[src/design/tcad_pkg.sv]
`timescale 1ns / 1ps
// ----------------------------------------------------------------------------
// Text cell attribute decoder package
// Shared constants and types for the attribute decoder.
// ----------------------------------------------------------------------------
package tcad_pkg;

  localparam int unsigned ByteW   = 8;
  localparam int unsigned PeriodW = 16;

  localparam logic [6:0]  SetGfxCode    = 7'h17;
  localparam logic [6:0]  ClrGfxCode    = 7'h07;
  localparam logic [6:0]  SpaceCode     = 7'h20;
  localparam logic [7:0]  SpaceGlyph    = 8'h20;
  localparam logic [7:0]  MosaicBase    = 8'hA0;
  localparam logic [15:0] HalfPeriodRst = 16'd330;

  typedef enum logic {
    ActCell = 1'b0,
    ActTick = 1'b1
  } tcad_action_e;

  typedef struct packed {
    logic         row_start;
    tcad_action_e action;
    logic [7:0]   cell_byte;
  } tcad_item_t;

endpackage

[src/design/text_cell_attribute_decoder_core.sv]
`timescale 1ns / 1ps
// Path: an accepted request is registered in in_q, then its decoded result in glyph_q and inv_q.
// Throughput: one request per cycle, cell or tick, while a held result is not stalled; ticks produce no result.
// Reset: graphics mode off, blink phase on, blink count 0, half period 330.
// ----------------------------------------------------------------------------
// Text cell attribute decoder core
// Decodes screen cell bytes into glyph codes and an inverse flag.
// ----------------------------------------------------------------------------
module text_cell_attribute_decoder_core (
  input  logic        clk_i,
  input  logic        rst_ni,
  input  logic        cfg_we_i,
  input  logic [15:0] cfg_wdata_i,     // blink_half_period
  input  logic        s_axis_tvalid,
  output logic        s_axis_tready,
  input  logic [7:0]  s_axis_tdata,    // [7:0] cell_byte
  input  logic [1:0]  s_axis_tuser,    // [0] action, [1] row_start
  output logic        m_axis_tvalid,
  input  logic        m_axis_tready,
  output logic [7:0]  m_axis_tdata,    // [7:0] glyph_code
  output logic [0:0]  m_axis_tuser     // [0] inverse
);

  logic [tcad_pkg::PeriodW-1:0] half_period_q;
  logic                         in_vld_q;
  tcad_pkg::tcad_item_t         in_q;
  logic                         out_vld_q;
  logic [7:0]                   glyph_q;
  logic                         inv_q;
  logic                         is_tick;
  logic                         advance;
  logic                         cell_en;
  logic                         tick_en;
  logic                         blink_phase;
  logic [7:0]                   glyph;
  logic                         inverse;

  assign is_tick       = (in_q.action == tcad_pkg::ActTick);
  assign advance       = in_vld_q & (is_tick | ~out_vld_q | m_axis_tready);
  assign cell_en       = advance & ~is_tick;
  assign tick_en       = advance & is_tick;
  assign s_axis_tready = ~in_vld_q | advance;

  always_ff @(posedge clk_i or negedge rst_ni) begin
    if (!rst_ni) begin
      half_period_q <= tcad_pkg::HalfPeriodRst;
    end else if (cfg_we_i) begin
      half_period_q <= cfg_wdata_i;
    end
  end

  always_ff @(posedge clk_i or negedge rst_ni) begin
    if (!rst_ni) begin
      in_vld_q <= 1'b0;
    end else if (s_axis_tready) begin
      in_vld_q <= s_axis_tvalid;
    end
  end

  always_ff @(posedge clk_i) begin
    if (s_axis_tready && s_axis_tvalid) begin
      in_q.cell_byte <= s_axis_tdata;
      in_q.action    <= tcad_pkg::tcad_action_e'(s_axis_tuser[0]);
      in_q.row_start <= s_axis_tuser[1];
    end
  end

  tcad_blink_timer u_blink (
    .clk_i         (clk_i),
    .rst_ni        (rst_ni),
    .tick_i        (tick_en),
    .half_period_i (half_period_q),
    .phase_o       (blink_phase)
  );

  tcad_cell_decode u_decode (
    .clk_i         (clk_i),
    .rst_ni        (rst_ni),
    .cell_en_i     (cell_en),
    .item_i        (in_q),
    .blink_phase_i (blink_phase),
    .glyph_o       (glyph),
    .inverse_o     (inverse)
  );

  always_ff @(posedge clk_i or negedge rst_ni) begin
    if (!rst_ni) begin
      out_vld_q <= 1'b0;
    end else if (cell_en) begin
      out_vld_q <= 1'b1;
    end else if (m_axis_tready) begin
      out_vld_q <= 1'b0;
    end
  end

  always_ff @(posedge clk_i) begin
    if (cell_en) begin
      glyph_q <= glyph;
      inv_q   <= inverse;
    end
  end

  assign m_axis_tvalid   = out_vld_q;
  assign m_axis_tdata    = glyph_q;
  assign m_axis_tuser[0] = inv_q;

endmodule

[src/design/tcad_blink_timer.sv]
`timescale 1ns / 1ps
// ----------------------------------------------------------------------------
// Blink timer
// Counts ticks and toggles the blink phase every half period.
// ----------------------------------------------------------------------------
module tcad_blink_timer (
  input  logic                         clk_i,
  input  logic                         rst_ni,
  input  logic                         tick_i,
  input  logic [tcad_pkg::PeriodW-1:0] half_period_i,
  output logic                         phase_o
);

  logic [tcad_pkg::PeriodW-1:0] count_q, count_d;
  logic                         phase_q, phase_d;
  logic [tcad_pkg::PeriodW:0]   count_inc;

  always_comb begin
    count_inc = {1'b0, count_q} + {{tcad_pkg::PeriodW{1'b0}}, 1'b1};
    count_d   = count_q;
    phase_d   = phase_q;
    if (tick_i) begin
      if (count_inc >= {1'b0, half_period_i}) begin
        count_d = '0;
        phase_d = ~phase_q;
      end else begin
        count_d = count_inc[tcad_pkg::PeriodW-1:0];
      end
    end
  end

  always_ff @(posedge clk_i or negedge rst_ni) begin
    if (!rst_ni) begin
      count_q <= '0;
      phase_q <= 1'b1;
    end else begin
      count_q <= count_d;
      phase_q <= phase_d;
    end
  end

  assign phase_o = phase_q;

endmodule

[src/design/tcad_cell_decode.sv]
`timescale 1ns / 1ps
// ----------------------------------------------------------------------------
// Cell decoder
// Tracks the graphics serial attribute and maps a cell byte to a glyph and an inverse flag.
// ----------------------------------------------------------------------------
module tcad_cell_decode (
  input  logic                      clk_i,
  input  logic                      rst_ni,
  input  logic                      cell_en_i,
  input  tcad_pkg::tcad_item_t      item_i,
  input  logic                      blink_phase_i,
  output logic [tcad_pkg::ByteW-1:0] glyph_o,
  output logic                      inverse_o
);

  logic       gfx_q, gfx_d;
  logic       gfx_cur;
  logic [6:0] low7;
  logic [7:0] text_glyph;
  logic [7:0] b;

  always_comb begin
    b          = item_i.cell_byte;
    low7       = b[6:0];
    gfx_cur    = gfx_q & ~item_i.row_start;
    text_glyph = (low7 < tcad_pkg::SpaceCode) ? tcad_pkg::SpaceGlyph : {1'b0, low7};
    gfx_d      = gfx_cur;
    inverse_o  = 1'b0;
    if (low7 == tcad_pkg::SetGfxCode) begin
      gfx_d   = 1'b1;
      glyph_o = tcad_pkg::SpaceGlyph;
    end else if (low7 == tcad_pkg::ClrGfxCode) begin
      gfx_d   = 1'b0;
      glyph_o = tcad_pkg::SpaceGlyph;
    end else if (gfx_cur) begin
      if (b[5]) begin
        glyph_o = tcad_pkg::MosaicBase + {2'b00, b[6], b[4:0]};
      end else begin
        glyph_o = text_glyph;
      end
    end else begin
      glyph_o   = text_glyph;
      inverse_o = b[7] & blink_phase_i;
    end
  end

  always_ff @(posedge clk_i or negedge rst_ni) begin
    if (!rst_ni) begin
      gfx_q <= 1'b0;
    end else if (cell_en_i) begin
      gfx_q <= gfx_d;
    end
  end

endmodule

[config.mk]
export PLATFORM = sky130hd
export DESIGN_NAME = text_cell_attribute_decoder_core
export DESIGN_NICKNAME = d
export VERILOG_FILES = /design/src/design/tcad_pkg.sv /design/src/design/text_cell_attribute_decoder_core.sv /design/src/design/tcad_blink_timer.sv /design/src/design/tcad_cell_decode.sv
export SDC_FILE = /design/constraint.sdc
export NUM_CORES = 1
export LEC_CHECK = 0
export BUFFER_PORTS_ARGS = -buffer_cell sky130_fd_sc_hd__buf_2
export CAP_MARGIN = 20
export CORE_UTILIZATION = 50
export DETAILED_ROUTE_END_ITERATION = 10
export HOLD_SLACK_MARGIN = 0.06
export PLACE_DENSITY = 0.82
export SLEW_MARGIN = 15
export SYNTH_ARGS = -nofsm -noshare
export SYNTH_HDL_FRONTEND = slang
export SYNTH_SLANG_ARGS = --single-unit
[constraint.sdc]
create_clock -name clk_i -period 2.9 [get_ports clk_i]
set_input_delay 0 -clock clk_i [delete_from_list [all_inputs] [get_ports clk_i]]
set_output_delay 0 -clock clk_i [all_outputs]
set_load 0.05 [all_outputs]
==> metrics.csv <==
metric,value,unit
status,"finished, violations left",
violations,setup timing,
min_from,cfg_we_i,
overflow,0,
slew_headroom,42.8,%
cts_root_buf,clkbuf_8,
syn-num-nets,324,
antenna_cells,0,
fin_area,3880,um2
ys_seq_elements,55,
fin_nets,423,
drc,0,
cap_violations,0,
numCtsBuffers,5,
rr_endpoint,u_blink.count_q[9]$_DFFE_PN0P_,
synth-edff-count,19,
r2r_slack,-0.1,ns
setup_viol,9,
ir_drop,0.261,mV
worstSetupPathType,flop to flop,
power.leakage,1.79,nW
first_pass_iters,5,
clk_latency,0.31,ns
postRouteAntennaNets,0,
clk_pin_slew_worst_paths,0.10,ns
start_kind,flop,
power.density,492,nW/um2
ys_types,42,
fin_hold_ws,0.126,ns
whs_path_depth,3,
crit_fanout,6,
cp-end-kind,flop,
required,3.10,ns
rsz0062_at_grt,yes,
grt_usage,23.7,%
period_needed,3.00,ns
fmax,333,MHz
start_util,51.8,%
wire_per_inst,16.3,um
coreArea,5510,um2
die_y,77.6,um
synth-async-reset-ratio,65.5,%
layout_common_cells,"45 x nand2_1, 41 x buf_2, 29 x dlygate4sd3_1",
yosysSeqAreaShare,51.8,%
die_x,77.6,um
reg2reg_depth,12,
yosysWarnings,0,
place.gp.congestion,0.894,
area_growth,35.9,%
fin_ws,-0.0998,ns
via_count,2444,
hpwl,3930,um
grt_pass1_wl,11100,um
hold_viol,0,
cts_max_level,2,
avgViaCountPerCell,5.46,
use_met3,3.53,%
synthCells,276,
grt_pass1_vias,2429,
clkSinkCount,55,
antenna_found_initial,0,
hold_class,input pin to flop,
cts_tree,done,
grt_use_met1,28.2,%
grt_busiest_layer,met2,
rows,27,
cts_buffer_depth,2,
dpl-instance-area,3220,um2
final_common_cell,nand2_1,
clock_skew,0.0121,ns
grt_util_met2,42.5,%
grt_start_max_net_pins,37,
arrival,3.20,ns
portBuffers,41,
synthesis.area,2850,um2
maxSlewViolCount,0,
worst-slew-pin-transition,0.856,ns
r2r-start,u_blink.count_q[0]$_DFFE_PN0P_,
die_area,6010,um2
timing.final.crit_share,103,%
ys.flop_type,dfrtp_1,
drt_iter0_markers,148,
wl,7300,um
io_pins,42,
min_to,half_period_q[1]$_DFFE_PN1P_,
drive_above_1_share,31.1,%
synth.avg_cell_area,10.3,um2
## critical path: stages, from the launching register on
cell and delay (ns):
dfrtp_1 0.43, nand2_2 0.12, nor4b_4 0.39, nand3_2 0.18
xnor2_2 0.18, ha_1 0.36, a21oi_1 0.22, nand2_1 0.09
nor3_1 0.21, buf_4 0.19, buf_4 0.13, nand3_4 0.10
o31ai_1 0.29
## how the worst max path moves through the flow
stage | slack (ns) | endpoint | cells past startpoint | startpoint
after floorplan | 0.19 | u_blink.count_q[13]$_DFFE_PN0P_ | 11 | u_blink.count_q[8]$_DFFE_PN0P_
after global placement | -0.01 | u_blink.count_q[13]$_DFFE_PN0P_ | 11 | u_blink.count_q[0]$_DFFE_PN0P_
after detailed placement | -0.18 | u_blink.count_q[15]$_DFFE_PN0P_ | 11 | u_blink.count_q[4]$_DFFE_PN0P_
after CTS | 0.005 | u_blink.count_q[3]$_DFFE_PN0P_ | 14 | u_blink.count_q[0]$_DFFE_PN0P_
after global routing | -0.24 | u_blink.count_q[9]$_DFFE_PN0P_ | 12 | u_blink.count_q[0]$_DFFE_PN0P_
final | -0.1 | u_blink.count_q[9]$_DFFE_PN0P_ | 12 | u_blink.count_q[0]$_DFFE_PN0P_
## metal layers
| layer | vias up | part of all wire (%) |
|---|---|---|
| li1 | 1152 | - |
| met1 | 1166 | 38 |
| met2 | 91 | 54 |
| met3 | 35 | 4.4 |
| met4 | 0 | 3.6 |
| met5 | - | 0 |
## what timing repair did
action	in CTS	in global routing
setup endpoints to repair	17	17
cloned	0	1
pin swaps	2	12
hold endpoints to repair	59	0
hold buffers	29	0
gates resized for setup	5	27
setup buffers	3	10
## cells by family (layout without fill, tap and decap cells)
logic type,Yosys count,in the layout,synth area share [%]
flip-flops,55,55,51.8
adder cells (fa/ha/maj),17,17,7.45
AND/OR/NAND/NOR,108,109,20.7
XOR/XNOR,13,13,3.99
multiplexers,1,1,0.395
buffers and inverters,28,127,4.43
AO/OA/AOI/OAI,54,54,11.2
## cell usage after synthesis, drive strengths merged (2+ instances only)
master | count | area (um2)
a211o | 2 | 17.5
a21o | 4 | 30.0
a21oi | 11 | 55.1
and2 | 2 | 12.5
and3 | 2 | 13.8
buf | 2 | 18.8
clkbuf | 6 | 32.5
dfrtp | 31 | 776
dfstp | 5 | 131
edfxtp | 19 | 571
ha | 17 | 213
inv | 20 | 75.1
nand2 | 47 | 176
nand2b | 2 | 12.5
nand3 | 16 | 123
nand4 | 5 | 43.8
nor2 | 10 | 45.0
nor2b | 8 | 50.1
nor3 | 6 | 30.0
nor3b | 2 | 15.0
o21ai | 30 | 150
o2bb2ai | 3 | 26.3
or3 | 4 | 26.3
xnor2 | 10 | 87.6
xor2 | 3 | 26.3
## power by group
part	switching, mW	internal, mW	leakage, nW	total [mW]
Combinational	0.256	0.201	1.11	0.457
Sequential	0.0567	0.881	0.630	0.937
Clock	0.253	0.261	0.0558	0.515
## state kept, by name, summed over array words and instances (netlist names)
name / flops
u_blink.count_q: 16
m_axis_tdata: 8
u_decode.gfx_q: 1
is_tick: 1
in_q: 9
in_vld_q: 1
m_axis_tvalid: 1
half_period_q: 16
u_blink.phase_o: 1
m_axis_tuser: 1
## layout make-up
class	instances	area (um2)
Fill cell	350	1630
Sequential cell	55	1480
Multi-Input combinational cell	194	1410
Timing Repair Buffer	99	717
Tap cell	72	90.1
Inverter	20	75.1
Clock buffer	6	72.6
Clock inverter	2	38.8
## stage by stage
step	instances	util (%)	setup TNS, ns	power [mW]	setup WS, ns
final	448	70.5	-0.386	1.91	-0.0998
after detailed placement	397	58.4	-1.35	1.29	-0.175
after global routing	448	70.5	-2.63	2.00	-0.241
after global placement	397	58.4	-0.0196	1.27	-0.0106
after floorplan	276	-	0	1.17	0.195
after CTS	437	66.7	0	1.83	0.00478
Power figures use the tool's default switching activity.
